[config.mk]
export PLATFORM = sky130hd
export DESIGN_NAME = priority_round_robin_scheduler_top_flat
export DESIGN_NICKNAME = d
export VERILOG_FILES = /design/src/prrs_pkg.sv /design/src/prrs_ifs.sv /design/src/prrs_queue_ram.sv /design/src/prrs_head_scan.sv /design/src/priority_round_robin_scheduler_top.sv /design/src/flat_wrapper.sv
export VERILOG_INCLUDE_DIRS = /design/src /design/src/src
export SDC_FILE = /design/constraint.sdc
export NUM_CORES = 2
export LEC_CHECK = 0
export BUFFER_PORTS_ARGS = -buffer_cell sky130_fd_sc_hd__buf_2
export CORE_ASPECT_RATIO = 1.4
export CORE_MARGIN = 4
export CORE_UTILIZATION = 64
export CTS_BUF_LIST = sky130_fd_sc_hd__clkbuf_8
export CTS_CLUSTER_SIZE = 14
export DETAILED_ROUTE_END_ITERATION = 8
export PLACE_DENSITY = 0.81
export SETUP_SLACK_MARGIN = 0.4
export SKIP_CTS_REPAIR_TIMING = 1
export SYNTH_ARGS = -nofsm -noshare
export SYNTH_HDL_FRONTEND = slang
export SYNTH_SLANG_ARGS = --single-unit
[constraint.sdc]
create_clock -name clk -period 10.4 [get_ports clk]
set_input_delay 1.04 -clock clk [delete_from_list [all_inputs] [get_ports clk]]
set_output_delay 1.04 -clock clk [all_outputs]
set_load 0.02 [all_outputs]
[src/priority_round_robin_scheduler_top_defines.svh]
// ---------------------------------------------------------------------------
// priority_round_robin_scheduler_top_defines
// assertion macros shared by the scheduler
// ---------------------------------------------------------------------------
`ifndef PRIORITY_ROUND_ROBIN_SCHEDULER_TOP_DEFINES_SVH
`define PRIORITY_ROUND_ROBIN_SCHEDULER_TOP_DEFINES_SVH

// same-cycle implication, checked on clk, off during rst
`define PRRS_ASSERT_IMP(lbl, ante, cons, msg) \
  lbl: assert property (@(posedge clk) disable iff (rst) (ante) |-> (cons)) \
    else $error(msg);

// next-cycle implication, checked on clk, off during rst
`define PRRS_ASSERT_NXT(lbl, ante, cons, msg) \
  lbl: assert property (@(posedge clk) disable iff (rst) (ante) |=> (cons)) \
    else $error(msg);

`endif

[src/prrs_pkg.sv]
// ---------------------------------------------------------------------------
// prrs_pkg
// shared widths, codes and types of the priority round robin scheduler
// ---------------------------------------------------------------------------
`default_nettype none

package prrs_pkg;

  // ready queue depth and derived index widths
  localparam int QUEUE_DEPTH = 16;
  localparam int IDX_W       = (QUEUE_DEPTH > 1) ? $clog2(QUEUE_DEPTH) : 1;
  localparam int FILL_W      = $clog2(QUEUE_DEPTH + 1);

  // field widths
  localparam int ID_W       = 8;
  localparam int PRIO_W     = 8;
  localparam int LEFT_W     = 16;
  localparam int ORDER_W    = 32;
  localparam int TIME_W     = 32;
  localparam int QUANT_W    = 16;
  localparam int CFG_IDX_W  = 1;
  localparam int CFG_DATA_W = 16;

  // opcodes of an input word
  localparam logic OP_ARRIVAL = 1'b0;
  localparam logic OP_TICK    = 1'b1;

  // register indexes
  localparam logic [CFG_IDX_W-1:0] REG_TIME_QUANTUM   = 1'b0;
  localparam logic [CFG_IDX_W-1:0] REG_ROUND_ROBIN_ON = 1'b1;

  // reset value of the time quantum register
  localparam logic [QUANT_W-1:0] QUANTUM_RESET = 16'd4;

  // one ready queue entry
  typedef struct packed {
    logic [ID_W-1:0]    task_id;
    logic [PRIO_W-1:0]  prio;
    logic [LEFT_W-1:0]  left;
    logic [ORDER_W-1:0] order;
  } entry_t;

  localparam int ENTRY_W = $bits(entry_t);

  // head search request
  typedef struct packed {
    logic              start;
    logic [FILL_W-1:0] count;
  } scan_req_t;

  // head search result
  typedef struct packed {
    logic             done;
    entry_t           best;
    logic [IDX_W-1:0] best_idx;
    entry_t           last;
  } scan_res_t;

  // queue memory read port
  typedef struct packed {
    logic             re;
    logic [IDX_W-1:0] raddr;
  } ram_rd_t;

endpackage

`default_nettype wire

[src/prrs_ifs.sv]
// ---------------------------------------------------------------------------
// prrs_ifs
// valid/ready channels of the scheduler: input word, result word, config
// ---------------------------------------------------------------------------
`default_nettype none

interface prrs_item_if;
  logic                         valid;
  logic                         ready;
  logic                         opcode;
  logic [prrs_pkg::ID_W-1:0]    task_id;
  logic [prrs_pkg::PRIO_W-1:0]  task_priority;
  logic [prrs_pkg::LEFT_W-1:0]  burst_length;

  modport source (output valid, opcode, task_id, task_priority, burst_length,
                  input ready);
  modport sink   (input valid, opcode, task_id, task_priority, burst_length,
                  output ready);
endinterface

interface prrs_result_if;
  logic                         valid;
  logic                         ready;
  logic [prrs_pkg::TIME_W-1:0]  tick_time;
  logic                         ran_valid;
  logic [prrs_pkg::ID_W-1:0]    ran_id;
  logic                         ran_finished;
  logic                         arrival_dropped;

  modport source (output valid, tick_time, ran_valid, ran_id, ran_finished,
                  arrival_dropped, input ready);
  modport sink   (input valid, tick_time, ran_valid, ran_id, ran_finished,
                  arrival_dropped, output ready);
endinterface

interface prrs_cfg_if;
  logic                             valid;
  logic                             ready;
  logic [prrs_pkg::CFG_IDX_W-1:0]   index;
  logic [prrs_pkg::CFG_DATA_W-1:0]  data;

  modport source (output valid, index, data, input ready);
  modport sink   (input valid, index, data, output ready);
endinterface

`default_nettype wire

[src/prrs_queue_ram.sv]
// ---------------------------------------------------------------------------
// prrs_queue_ram
// simple dual port memory, one write and one registered read per cycle
// ---------------------------------------------------------------------------
`default_nettype none

module prrs_queue_ram #(
  parameter int DEPTH = 16,
  parameter int WIDTH = 64,
  localparam int AW = (DEPTH > 1) ? $clog2(DEPTH) : 1
) (
  input  wire logic             clk,
  input  wire logic             we,
  input  wire logic [AW-1:0]    waddr,
  input  wire logic [WIDTH-1:0] wdata,
  input  wire logic             re,
  input  wire logic [AW-1:0]    raddr,
  output      logic [WIDTH-1:0] rdata
);

  logic [WIDTH-1:0] mem [DEPTH];

  // write port
  always_ff @(posedge clk) begin
    if (we) begin
      mem[waddr] <= wdata;
    end
  end

  // registered read port
  always_ff @(posedge clk) begin
    if (re) begin
      rdata <= mem[raddr];
    end
  end

endmodule

`default_nettype wire

[src/prrs_head_scan.sv]
// ---------------------------------------------------------------------------
// prrs_head_scan
// walks the filled queue entries one a cycle and keeps the most urgent one
// ---------------------------------------------------------------------------
`default_nettype none

module prrs_head_scan (
  input  wire logic                clk,
  input  wire logic                rst,
  input  wire prrs_pkg::scan_req_t req,
  output      prrs_pkg::ram_rd_t   rd,
  input  wire prrs_pkg::entry_t    rdata,
  output      prrs_pkg::scan_res_t res
);

  logic                          busy;
  logic [prrs_pkg::FILL_W-1:0]   issue_idx;
  logic [prrs_pkg::FILL_W-1:0]   count;
  logic                          rd_pend;
  logic [prrs_pkg::IDX_W-1:0]    rd_idx;
  logic                          have_best;
  logic                          done;
  prrs_pkg::entry_t              best;
  logic [prrs_pkg::IDX_W-1:0]    best_idx;
  prrs_pkg::entry_t              last;
  logic                          issue;
  logic                          last_data;
  logic                          take;

  // lower priority number wins, then older entry order
  function automatic logic better(prrs_pkg::entry_t a, prrs_pkg::entry_t b);
    return (a.prio < b.prio) || ((a.prio == b.prio) && (a.order < b.order));
  endfunction

  // read issue and compare enables
  always_comb begin
    issue     = busy && (issue_idx < count);
    rd.re     = issue;
    rd.raddr  = issue_idx[prrs_pkg::IDX_W-1:0];
    last_data = rd_pend && (prrs_pkg::FILL_W'(rd_idx) == (count - prrs_pkg::FILL_W'(1)));
    take      = rd_pend && (!have_best || better(rdata, best));
  end

  // scan control
  always_ff @(posedge clk) begin
    if (rst) begin
      busy      <= 1'b0;
      issue_idx <= '0;
      rd_pend   <= 1'b0;
      have_best <= 1'b0;
      done      <= 1'b0;
    end else begin
      done    <= 1'b0;
      rd_pend <= issue;
      if (req.start) begin
        busy      <= 1'b1;
        issue_idx <= '0;
        have_best <= 1'b0;
      end else begin
        if (issue) begin
          issue_idx <= issue_idx + prrs_pkg::FILL_W'(1);
        end
        if (rd_pend) begin
          have_best <= 1'b1;
        end
        if (last_data) begin
          busy <= 1'b0;
          done <= 1'b1;
        end
      end
    end
  end

  // running best and last entry seen
  always_ff @(posedge clk) begin
    if (req.start) begin
      count <= req.count;
    end
    if (issue) begin
      rd_idx <= issue_idx[prrs_pkg::IDX_W-1:0];
    end
    if (take) begin
      best     <= rdata;
      best_idx <= rd_idx;
    end
    if (rd_pend) begin
      last <= rdata;
    end
  end

  assign res.done     = done;
  assign res.best     = best;
  assign res.best_idx = best_idx;
  assign res.last     = last;

endmodule

`default_nettype wire

[src/priority_round_robin_scheduler_top.sv]
// result: registered, valid in the cycle after its input word is taken
// input: a word is taken while idle with the result word free; a tick that
//   completes a task or ends a slice with tasks waiting holds off input for
//   the head search, which reads the queue memory one entry a cycle
// reset: synchronous, clears run state, counters, fill count; presets registers;
//   the queue memory is not cleared, the fill count marks the live entries
// ---------------------------------------------------------------------------
// priority_round_robin_scheduler_top
// preemptive priority task scheduler with optional round robin time slicing
// ---------------------------------------------------------------------------
`default_nettype none

`include "priority_round_robin_scheduler_top_defines.svh"

module priority_round_robin_scheduler_top (
  input  wire logic    clk,
  input  wire logic    rst,
  prrs_item_if.sink    item,
  prrs_result_if.source result,
  prrs_cfg_if.sink     cfg
);

  typedef enum logic {ST_IDLE, ST_SCAN} state_t;
  typedef enum logic {ACT_FINISH, ACT_EXPIRE} act_t;

  state_t                          state;
  act_t                            act;
  logic [prrs_pkg::FILL_W-1:0]     fill;
  logic [prrs_pkg::ORDER_W-1:0]    order_counter;
  logic                            run_active;
  logic [prrs_pkg::ID_W-1:0]       run_task;
  logic [prrs_pkg::PRIO_W-1:0]     run_prio;
  logic [prrs_pkg::LEFT_W-1:0]     run_left;
  logic [prrs_pkg::QUANT_W-1:0]    slice_used;
  logic [prrs_pkg::TIME_W-1:0]     time_count;
  logic [prrs_pkg::QUANT_W-1:0]    time_quantum;
  logic                            round_robin_on;
  logic                            out_valid;

  logic                            item_acc;
  logic                            is_tick;
  logic                            queue_full;
  logic                            queue_empty;
  logic [prrs_pkg::LEFT_W-1:0]     burst_eff;
  logic [prrs_pkg::LEFT_W-1:0]     left_dec;
  logic [prrs_pkg::QUANT_W-1:0]    slice_inc;
  logic                            expire;
  logic                            preempt;
  logic                            need_scan;
  logic                            scan_done;
  logic                            swap_ok;

  prrs_pkg::scan_req_t             scan_req;
  prrs_pkg::scan_res_t             scan_res;
  prrs_pkg::ram_rd_t               ram_rd;
  prrs_pkg::entry_t                ram_rdata;
  logic                            ram_we;
  logic [prrs_pkg::IDX_W-1:0]      ram_waddr;
  prrs_pkg::entry_t                ram_wdata;

  // handshakes
  assign cfg.ready    = 1'b1;
  assign item.ready   = (state == ST_IDLE) && (!out_valid || result.ready);
  assign item_acc     = item.valid && item.ready;
  assign result.valid = out_valid;

  // per-word decode
  always_comb begin
    is_tick     = (item.opcode == prrs_pkg::OP_TICK);
    queue_full  = (fill == prrs_pkg::FILL_W'(prrs_pkg::QUEUE_DEPTH));
    queue_empty = (fill == '0);
    burst_eff   = (item.burst_length == '0) ? prrs_pkg::LEFT_W'(1) : item.burst_length;
    left_dec    = (run_left != '0) ? (run_left - prrs_pkg::LEFT_W'(1)) : '0;
    slice_inc   = (slice_used != '1) ? (slice_used + prrs_pkg::QUANT_W'(1)) : slice_used;
    expire      = round_robin_on && (slice_inc >= time_quantum);
    preempt     = run_active && (item.task_priority < run_prio);
    need_scan   = is_tick && run_active && !queue_empty && ((left_dec == '0) || expire);
    scan_done   = (state == ST_SCAN) && scan_res.done;
    swap_ok     = (scan_res.best.prio <= run_prio);
  end

  // head search start
  assign scan_req.start = item_acc && need_scan;
  assign scan_req.count = fill;

  // queue memory write selection
  always_comb begin
    ram_we    = 1'b0;
    ram_waddr = fill[prrs_pkg::IDX_W-1:0];
    ram_wdata = '{task_id: item.task_id, prio: item.task_priority,
                  left: burst_eff, order: order_counter};
    priority if (item_acc && !is_tick && !queue_full && run_active) begin
      ram_we = 1'b1;
      if (preempt) begin
        ram_wdata = '{task_id: run_task, prio: run_prio,
                      left: run_left, order: order_counter};
      end
    end else if (scan_done && (act == ACT_FINISH)) begin
      // fill the hole of the popped head with the last entry
      ram_we    = 1'b1;
      ram_waddr = scan_res.best_idx;
      ram_wdata = scan_res.last;
    end else if (scan_done && swap_ok) begin
      // expired task takes the slot of the dispatched head
      ram_we    = 1'b1;
      ram_waddr = scan_res.best_idx;
      ram_wdata = '{task_id: run_task, prio: run_prio,
                    left: run_left, order: order_counter};
    end else begin
      ram_we = 1'b0;
    end
  end

  prrs_queue_ram #(
    .DEPTH (prrs_pkg::QUEUE_DEPTH),
    .WIDTH (prrs_pkg::ENTRY_W)
  ) u_queue_ram (
    .clk   (clk),
    .we    (ram_we),
    .waddr (ram_waddr),
    .wdata (ram_wdata),
    .re    (ram_rd.re),
    .raddr (ram_rd.raddr),
    .rdata (ram_rdata)
  );

  prrs_head_scan u_head_scan (
    .clk   (clk),
    .rst   (rst),
    .req   (scan_req),
    .rd    (ram_rd),
    .rdata (ram_rdata),
    .res   (scan_res)
  );

  // scheduler state, registers and result word
  always_ff @(posedge clk) begin
    if (rst) begin
      state                  <= ST_IDLE;
      act                    <= ACT_FINISH;
      fill                   <= '0;
      order_counter          <= '0;
      run_active             <= 1'b0;
      run_task               <= '0;
      run_prio               <= '0;
      run_left               <= '0;
      slice_used             <= '0;
      time_count             <= '0;
      time_quantum           <= prrs_pkg::QUANTUM_RESET;
      round_robin_on         <= 1'b1;
      out_valid              <= 1'b0;
      result.tick_time       <= '0;
      result.ran_valid       <= 1'b0;
      result.ran_id          <= '0;
      result.ran_finished    <= 1'b0;
      result.arrival_dropped <= 1'b0;
    end else begin
      // register writes
      if (cfg.valid) begin
        unique case (cfg.index)
          prrs_pkg::REG_TIME_QUANTUM:   time_quantum   <= cfg.data;
          prrs_pkg::REG_ROUND_ROBIN_ON: round_robin_on <= cfg.data[0];
        endcase
      end

      // result word fills on a taken word, drains otherwise
      if (item_acc) begin
        out_valid <= 1'b1;
      end else if (out_valid && result.ready) begin
        out_valid <= 1'b0;
      end

      if (item_acc) begin
        result.tick_time <= time_count;
        if (is_tick) begin
          // one time unit for the running task
          time_count             <= time_count + prrs_pkg::TIME_W'(1);
          result.ran_valid       <= run_active;
          result.ran_id          <= run_active ? run_task : '0;
          result.ran_finished    <= run_active && (left_dec == '0);
          result.arrival_dropped <= 1'b0;
          if (run_active) begin
            if (left_dec == '0) begin
              run_left <= '0;
              if (queue_empty) begin
                run_active <= 1'b0;
                run_task   <= '0;
                run_prio   <= '0;
                slice_used <= '0;
              end else begin
                state <= ST_SCAN;
                act   <= ACT_FINISH;
              end
            end else begin
              run_left <= left_dec;
              if (expire) begin
                slice_used <= '0;
                if (!queue_empty) begin
                  state <= ST_SCAN;
                  act   <= ACT_EXPIRE;
                end
              end else begin
                slice_used <= slice_inc;
              end
            end
          end
        end else begin
          // task arrival
          result.ran_valid       <= 1'b0;
          result.ran_id          <= '0;
          result.ran_finished    <= 1'b0;
          result.arrival_dropped <= queue_full;
          if (!queue_full) begin
            order_counter <= order_counter + prrs_pkg::ORDER_W'(1);
            if (!run_active || preempt) begin
              run_active <= 1'b1;
              run_task   <= item.task_id;
              run_prio   <= item.task_priority;
              run_left   <= burst_eff;
              slice_used <= '0;
            end
            if (run_active) begin
              fill <= fill + prrs_pkg::FILL_W'(1);
            end
          end
        end
      end

      // dispatch once the head is known
      if (scan_done) begin
        state <= ST_IDLE;
        if (act == ACT_FINISH) begin
          run_active <= 1'b1;
          run_task   <= scan_res.best.task_id;
          run_prio   <= scan_res.best.prio;
          run_left   <= scan_res.best.left;
          slice_used <= '0;
          fill       <= fill - prrs_pkg::FILL_W'(1);
        end else if (swap_ok) begin
          run_task      <= scan_res.best.task_id;
          run_prio      <= scan_res.best.prio;
          run_left      <= scan_res.best.left;
          order_counter <= order_counter + prrs_pkg::ORDER_W'(1);
        end
      end
    end
  end

  // checks
  `PRRS_ASSERT_IMP(a_fill_range, 1'b1, fill <= prrs_pkg::FILL_W'(prrs_pkg::QUEUE_DEPTH), "queue fill above depth")
  `PRRS_ASSERT_IMP(a_idle_empty, !run_active, fill == '0, "tasks waiting while nothing runs")
  `PRRS_ASSERT_IMP(a_done_in_scan, scan_res.done, state == ST_SCAN, "head search done outside scan")
  `PRRS_ASSERT_NXT(a_word_result, item_acc, out_valid, "accepted word left no result")

endmodule

`default_nettype wire

[src/flat_wrapper.sv]
// flat-port wrapper written by rule: the top's interface ports become plain ports
module priority_round_robin_scheduler_top_flat 
  (clk, rst, item_valid, item_opcode, item_task_id, item_task_priority, item_burst_length, item_ready, result_valid, result_tick_time, result_ran_valid, result_ran_id, result_ran_finished, result_arrival_dropped, result_ready, cfg_valid, cfg_index, cfg_data, cfg_ready);
  prrs_item_if item_i ();
  prrs_result_if result_i ();
  prrs_cfg_if cfg_i ();
  input  wire logic clk;
  input  wire logic rst;
  input wire logic [$bits(item_i.valid)-1:0] item_valid;
  input wire logic [$bits(item_i.opcode)-1:0] item_opcode;
  input wire logic [$bits(item_i.task_id)-1:0] item_task_id;
  input wire logic [$bits(item_i.task_priority)-1:0] item_task_priority;
  input wire logic [$bits(item_i.burst_length)-1:0] item_burst_length;
  output wire logic [$bits(item_i.ready)-1:0] item_ready;
  output wire logic [$bits(result_i.valid)-1:0] result_valid;
  output wire logic [$bits(result_i.tick_time)-1:0] result_tick_time;
  output wire logic [$bits(result_i.ran_valid)-1:0] result_ran_valid;
  output wire logic [$bits(result_i.ran_id)-1:0] result_ran_id;
  output wire logic [$bits(result_i.ran_finished)-1:0] result_ran_finished;
  output wire logic [$bits(result_i.arrival_dropped)-1:0] result_arrival_dropped;
  input wire logic [$bits(result_i.ready)-1:0] result_ready;
  input wire logic [$bits(cfg_i.valid)-1:0] cfg_valid;
  input wire logic [$bits(cfg_i.index)-1:0] cfg_index;
  input wire logic [$bits(cfg_i.data)-1:0] cfg_data;
  output wire logic [$bits(cfg_i.ready)-1:0] cfg_ready;
  assign item_i.valid = item_valid;
  assign item_i.opcode = item_opcode;
  assign item_i.task_id = item_task_id;
  assign item_i.task_priority = item_task_priority;
  assign item_i.burst_length = item_burst_length;
  assign item_ready = item_i.ready;
  assign result_valid = result_i.valid;
  assign result_tick_time = result_i.tick_time;
  assign result_ran_valid = result_i.ran_valid;
  assign result_ran_id = result_i.ran_id;
  assign result_ran_finished = result_i.ran_finished;
  assign result_arrival_dropped = result_i.arrival_dropped;
  assign result_i.ready = result_ready;
  assign cfg_i.valid = cfg_valid;
  assign cfg_i.index = cfg_index;
  assign cfg_i.data = cfg_data;
  assign cfg_ready = cfg_i.ready;
  priority_round_robin_scheduler_top u_core (.clk(clk), .rst(rst), .item(item_i), .result(result_i), .cfg(cfg_i));
endmodule
; ---- Word-level counts from Yosys, hierarchy flattened
; Memory sizes are Yosys's and may differ from the RTL's. A register that Yosys moved wholly into a read port is not among the register bits.
; Index checks and enable logic that the tools add are counted.
[totals]
memories = 1
reg_bits = 331
ramBits = 1024
out_inout_bits = 46
in_bits = 55
[op_classes]
n_reduce_logical = 45
mux = 92
add_sub_neg = 8
order_cmp = 6
bitwise = 4
n_eq_ne = 4
[mem_list]
columns = memory, depth, width, read_ports, rd_clocked_by_memory_dff, write_ports, line_no
row1 = u_core.u_queue_ram.mem, 16, 64, 1, 1, 1, prrs_queue_ram.sv:21  ; logic [WIDTH-1:0] mem [DEPTH];
[op_table]
columns = op, n
row1 = $mux W16, 22
row2 = $mux W64, 4
row3 = $mux W32, 6
row4 = $mux W8, 22
row5 = $add A32 B1 Y32 const B, 2
row6 = $logic_not A16 Y1, 2
row7 = $lt A32 B32 Y1, 1
row8 = $mux W5, 6
row9 = $mux W1, 29
row10 = $logic_and A1 B1 Y1, 20
row11 = $add A16 B1 Y16 const B, 1
row12 = $ge A16 B16 Y1, 1
row13 = $lt A8 B8 Y1, 2
row14 = $ne A16 B16 Y1 const B, 1
row15 = $reduce_bool A16 Y1, 1
row16 = $sub A16 B1 Y16 const B, 1
row17 = $mux W4, 3
row18 = $add A5 B1 Y5 const B, 2
row19 = $sub A5 B1 Y5 const B, 2
row20 = $eq A8 B8 Y1, 1
row21 = $le A8 B8 Y1, 1
row22 = $logic_not A1 Y1, 6
row23 = $reduce_and A2 Y1, 3
row24 = $reduce_bool A2 Y1, 3
row25 = other kinds (9), 17

; ---- Longest topological paths before layout
[depth]
ltp_word = 11
depth_mapped = 18
ltp_nobuf = 16

; ---- Modules after synthesis
; From an unflattened synthesis, not the netlist that was laid out.
[unflattened]
cells_unflattened = 3450
hier_area_um2 = 56989.7
[modules_own_cells]
columns = mod, instances, area_per_inst_um2, cells_each
row1 = prrs_queue_ram, 1, 40222.3, 1647
row2 = priority_round_robin_scheduler_top, 1, 10960.5, 1450
row3 = prrs_head_scan, 1, 5806.8, 353

; ---- Worst setup path after synthesis
; Ideal clock, no wire load.
[synth_timing]
path_kind = register -> register
start = reg u_core.u_head_scan.rd_pend
end = reg u_core.u_head_scan.best_idx[0] in the netlist's numbering, enable pin
required_time_ps = 9805
path_slack_ps = 2430
setup_ps = 595
stages_incl_launch_ff = 5
n_path_buf = 0
arrival_ps = 7376
cell_sequence = dfxtp_1 -> nand4b_1 -> nor4_1 -> o211ai_1 -> o31ai_1
[synth_between]
elab_chain_cells = 1
[synth_rtl]
columns = element, line_no
row1 = from (decl), prrs_head_scan.sv:19  ; logic rd_pend;
row2 = from (signal assigned), prrs_head_scan.sv:54  ; rd_pend <= issue;
row3 = $logic_and A1 B1 Y1, prrs_head_scan.sv:41  ; take = rd_pend && (!have_best || better(rdata, best));
row4 = named net u_core.u_head_scan.take, prrs_head_scan.sv:28  ; logic take;
row5 = to (signal assigned), prrs_head_scan.sv:84  ; best_idx <= rd_idx;
row6 = to (decl), prrs_head_scan.sv:24  ; logic [prrs_pkg::IDX_W-1:0] best_idx;
; The timed path passes the listed nets, and every way through them passes these cells.
; A chain may end at the register's enable or synchronous reset.

; ---- Worst setup path after layout
[layout_timing]
start = reg u_core.slice_used[0] in the netlist's numbering
end = reg u_core.slice_used[1] in the netlist's numbering
[layout_between]
elab_chain_cells = 11
elab_cells_between_ends = 12
classes_between = add/sub (1) / order compare (1) / eq/ne (1) / mux (8) / reduce/logical (1)
[layout_rtl]
columns = element, line_no
row1 = from (decl), priority_round_robin_scheduler_top.sv:34  ; logic [prrs_pkg::QUANT_W-1:0] slice_used;
row2 = from (signal assigned), priority_round_robin_scheduler_top.sv:203  ; slice_used <= slice_inc;
row3 = $add A16 B1 Y16 or $ne A16 B16 Y1 (tied branches), priority_round_robin_scheduler_top.sv:74  ; slice_inc = (slice_used != '1) ? (slice_used + prrs_pkg::QUANT_W'(1)) : slice_used;
row4 = $mux W16 *, priority_round_robin_scheduler_top.sv:74
row5 = $ge A16 B16 Y1, priority_round_robin_scheduler_top.sv:75  ; expire = round_robin_on && (slice_inc >= time_quantum);
row6 = $logic_and A1 B1 Y1, priority_round_robin_scheduler_top.sv:75
row7 = $mux W16 *, priority_round_robin_scheduler_top.sv:196  ; if (expire) begin
row8 = $mux W16 *, priority_round_robin_scheduler_top.sv:183  ; if (left_dec == '0) begin
row9 = $mux W16 *, priority_round_robin_scheduler_top.sv:182  ; if (run_active) begin
row10 = $mux W16 *, priority_round_robin_scheduler_top.sv:175  ; if (is_tick) begin
row11 = $mux W16 *, priority_round_robin_scheduler_top.sv:173  ; if (item_acc) begin
row12 = $mux W16, priority_round_robin_scheduler_top.sv:232  ; if (act == ACT_FINISH) begin
row13 = $mux W16 *, priority_round_robin_scheduler_top.sv:230  ; if (scan_done) begin
; Mark *: on every way between the ends. The rest lies on a longest branch, timed or not.

==> impl_metrics.py <==
metrics = {
    "outcome": {
        "status": "complete, no violations",
    },
    "critical_path": {
        "cp_data_required_time_ns": 11.23,
        "cp.depth": 15,
        "ff2ff_setup_slack_ns": 5.35,
        "cp.buffers_inverters": 0,
        "criticalPathCategory": "register to register",
        "cp.arrival_ns": 5.88,
        "crit_family": "simple AND/OR/NAND/NOR gates",
        "crit_path_start": "u_core.slice_used[0]",
        "cp_slowest_cell": "nor2_1",
        "r2r_end": "u_core.slice_used[1]",
        "crit_chain": "ha_1 -> and2_1 -> nand4_1 -> or3_1 -> and2_1 -> nor2_1 -> ha_1 -> a211oi_1 -> o21ai_0 -> a21oi_1 -> o21ai_0 -> nor2b_1 -> nand3_1 -> nor2_1 -> a221o_1",
        "cp-end-kind": "register",
        "reg2regPathDepth": 15,
        "critical_path.max_fanout": 13,
        "max_stage_delay_ns": 0.83,
        "cp-endpoint": "u_core.slice_used[1]",
        "r2r_start": "u_core.slice_used[0]",
        "worstSetupStartpointType": "register",
    },
    "cells_and_area": {
        "fin_cells": 4890,
        "area_growth_pct": 10.06,
        "drive_gt1_frac": 0.2173,
        "nNetsFinal": 3690,
    },
    "logic_synthesis": {
        "synthFlopType": "edfxtp_1",
        "synth_enable_flop_cells": 1229,
        "yosys.area.top_type": "edfxtp_1",
        "synthCells": 3368,
        "synth_area_leaders": "edfxtp_1 64%, mux4_2 13%, dfxtp_1 6.6%",
        "ys_ff_latch": 1419,
        "synth_top_area_frac": 0.6446,
        "ys_top_cells_by_count": "1229 x edfxtp_1, 327 x nand2_1, 320 x mux4_2",
        "synthArstFlopShare": 0,
        "yosysMostFrequentCell": "edfxtp_1",
        "yosysSeqAreaShare": 0.7110,
        "netlist_area_um2": 57250,
        "yosysWarnings": 0,
        "ys_types": 83,
        "postSynthAreaPerCell_um2": 17.00,
        "synth_nets": 3506,
    },
    "power_and_ir_drop": {
        "clkPwrFrac": 0.389,
        "p_comb_frac": 0.029,
        "power_frac_seq": 0.583,
        "peakVddDrop_mv": 0.09634,
        "power_switching_mw": 2.318,
        "p_leak_nw": 20.38,
        "switching_share": 0.2182,
        "cellInternalPower_mw": 8.307,
        "total_power_mw": 10.63,
        "power_density_nw_per_um2": 168.6,
    },
    "cts": {
        "cts_tree": "built",
        "insertion_delay_ns": 0.91,
        "htreeDepth": 4,
        "numClockSinks": 1419,
        "cts_root_buf": "clkbuf_8",
        "cts_buffers": 195,
        "path_clk_slew_ns": 0.07,
        "clockBufferDepth": 3,
    },
    "placement": {
        "place_congestion": 0.9486,
        "place_inst": 4534,
        "io_buffers": 99,
        "dp_hpwl_um": 80550,
    },
    "global_routing": {
        "grt_use_total": 0.2976,
        "grt_use_met2": 0.5033,
        "use_met1": 0.3725,
        "grt_pass1_wl_um": 208000,
        "grt_pass1_vias": 33690,
        "antenna_found_initial": 2,
        "grt_max_degree": 115,
        "grt_overflow": 0,
        "gr-usage-met3": 0.06418,
        "top_usage_layer": "met2",
    },
    "route": {
        "num_vias": 32620,
        "drtIter0Drc": 4277,
        "vias_per_cell": 6.671,
        "wl_um": 138700,
        "post_drt_wl_per_cell_um": 28.37,
        "post-route-drc-count": 0,
        "final_antenna_net_count": 0,
        "first_pass_iters": 6,
    },
    "timing": {
        "drv_slew": 0,
        "tightestPinTransition_ns": 1.270,
        "max_slew_margin": 0.1533,
        "period_share": 0.4858,
        "rsz0062_at_grt": "no",
        "finalSetupTns_ns": 0,
        "final-setup-viol-count": 0,
        "fin_worst_skew_ns": 0.04679,
        "max_freq_mhz": 197.9,
        "min_period_ns": 5.052,
        "whs_ns": 0.3845,
        "finalHoldViolCount": 0,
    },
    "floorplan": {
        "die_h_um": 361.9,
        "core_area_um2": 88610,
        "initial_core_util": 0.6461,
        "fp.dieW_um": 260.8,
        "pin_count": 101,
        "die_area_um2": 94370,
        "fp-row-count": 129,
    },
    "worst_hold_path": {
        "hp-class": "input pin to register",
    },
    "run": {
        "drv_cap": 0,
    },
}
-- flip-flops by register name, summed over array words and instances, names as in the netlist, 4 cells and up --
name and flops:
u_core.u_queue_ram.mem 1024, u_core.u_head_scan.res 128, u_core.u_queue_ram.rdata 64, u_core.order_counter 32, u_core.result.tick_time 32, u_core.time_count 32
u_core.run_left 16, u_core.slice_used 16, u_core.time_quantum 16, u_core.result.ran_id 8, u_core.run_prio 8, u_core.run_task 8
u_core.fill 5, u_core.u_head_scan.count 5, u_core.u_head_scan.issue_idx 5, u_core.u_head_scan.best_idx 4, u_core.u_head_scan.rd_idx 4
-- layer usage --
layer  wire length, µm  share of wire
met5                14        0.00010
met4              6886          0.050
met3             12910          0.093
met2             71340           0.51
met1             47570           0.34
-- through the flow --
| stage | utilization | area, µm² | setup WS (ns) |
|---|---|---|---|
| 6_report | 0.7111 | 63010 | 5.348 |
| 5_1_grt | 0.7111 | 63010 | 5.071 |
| 4_1_cts | 0.7110 | 63000 | 5.467 |
| 3_5_place_dp | 0.6688 | 59260 | 5.050 |
| 3_3_place_gp | 0.6688 | 59260 | 5.193 |
| 2_1_floorplan | - | 57250 | 2.430 |
-- placed cells by master (no fill, tap or decap), types with 46 or more instances in the layout --
cell type,instances
buf_2,98
nor2_1,163
buf_4,65
ha_1,83
clkbuf_8,204
o21ai_0,52
edfxtp_1,1229
a21oi_1,120
nand2_1,326
inv_1,154
nand3_1,51
nor3_1,46
dfxtp_1,185
mux4_2,320
-- logic make-up (layout without fill, tap and decap cells) --
logic type,Yosys count,after routing,synth area share
flops,1419,1419,0.7110
other cells,1,2,0.00006550
fa+ha+maj,83,83,0.01814
xor+xnor,75,75,0.01147
simple gates,773,773,0.06148
buf+inv,270,612,0.01825
mux,362,362,0.1334
compound gates,385,385,0.04620
-- worst min-delay path by stage --
stage	from	end	slack (ns)	cells after the start
global route	cfg_data[2]	u_core.time_quantum[2]	0.35	2
floorplan	u_core.fill[2]	u_core.u_head_scan.count[2]	0.41	0
CTS	cfg_data[2]	u_core.time_quantum[2]	0.32	2
detailed placement	u_core.u_queue_ram.rdata[63]	u_core.u_head_scan.res[131]	0.43	0
global placement	u_core.u_queue_ram.rdata[59]	u_core.u_head_scan.res[127]	0.43	0
finish	cfg_data[2]	u_core.time_quantum[2]	0.38	2
-- cell type report --
class                           count  area, µm²
Clock inverter                    151      935.9
Multi-Input combinational cell   1679      15710
Antenna cell                        1      2.502
Tap cell                         1179       1475
Clock buffer                      204       2808
Inverter                           92      345.3
Timing Repair Buffer              165       1010
Sequential cell                  1419      40730
Fill cell                        5131      25600
-- power groups by stage --
stage	clock network [mW]	registers [mW]	logic [mW]
floorplan	0	6.30	0.197
global placement	0	6.31	0.285
detailed placement	0	6.31	0.296
CTS	4.18	6.19	0.297
global route	4.47	6.19	0.330
finish	4.13	6.19	0.307
Power figures use the tool's default switching activity.
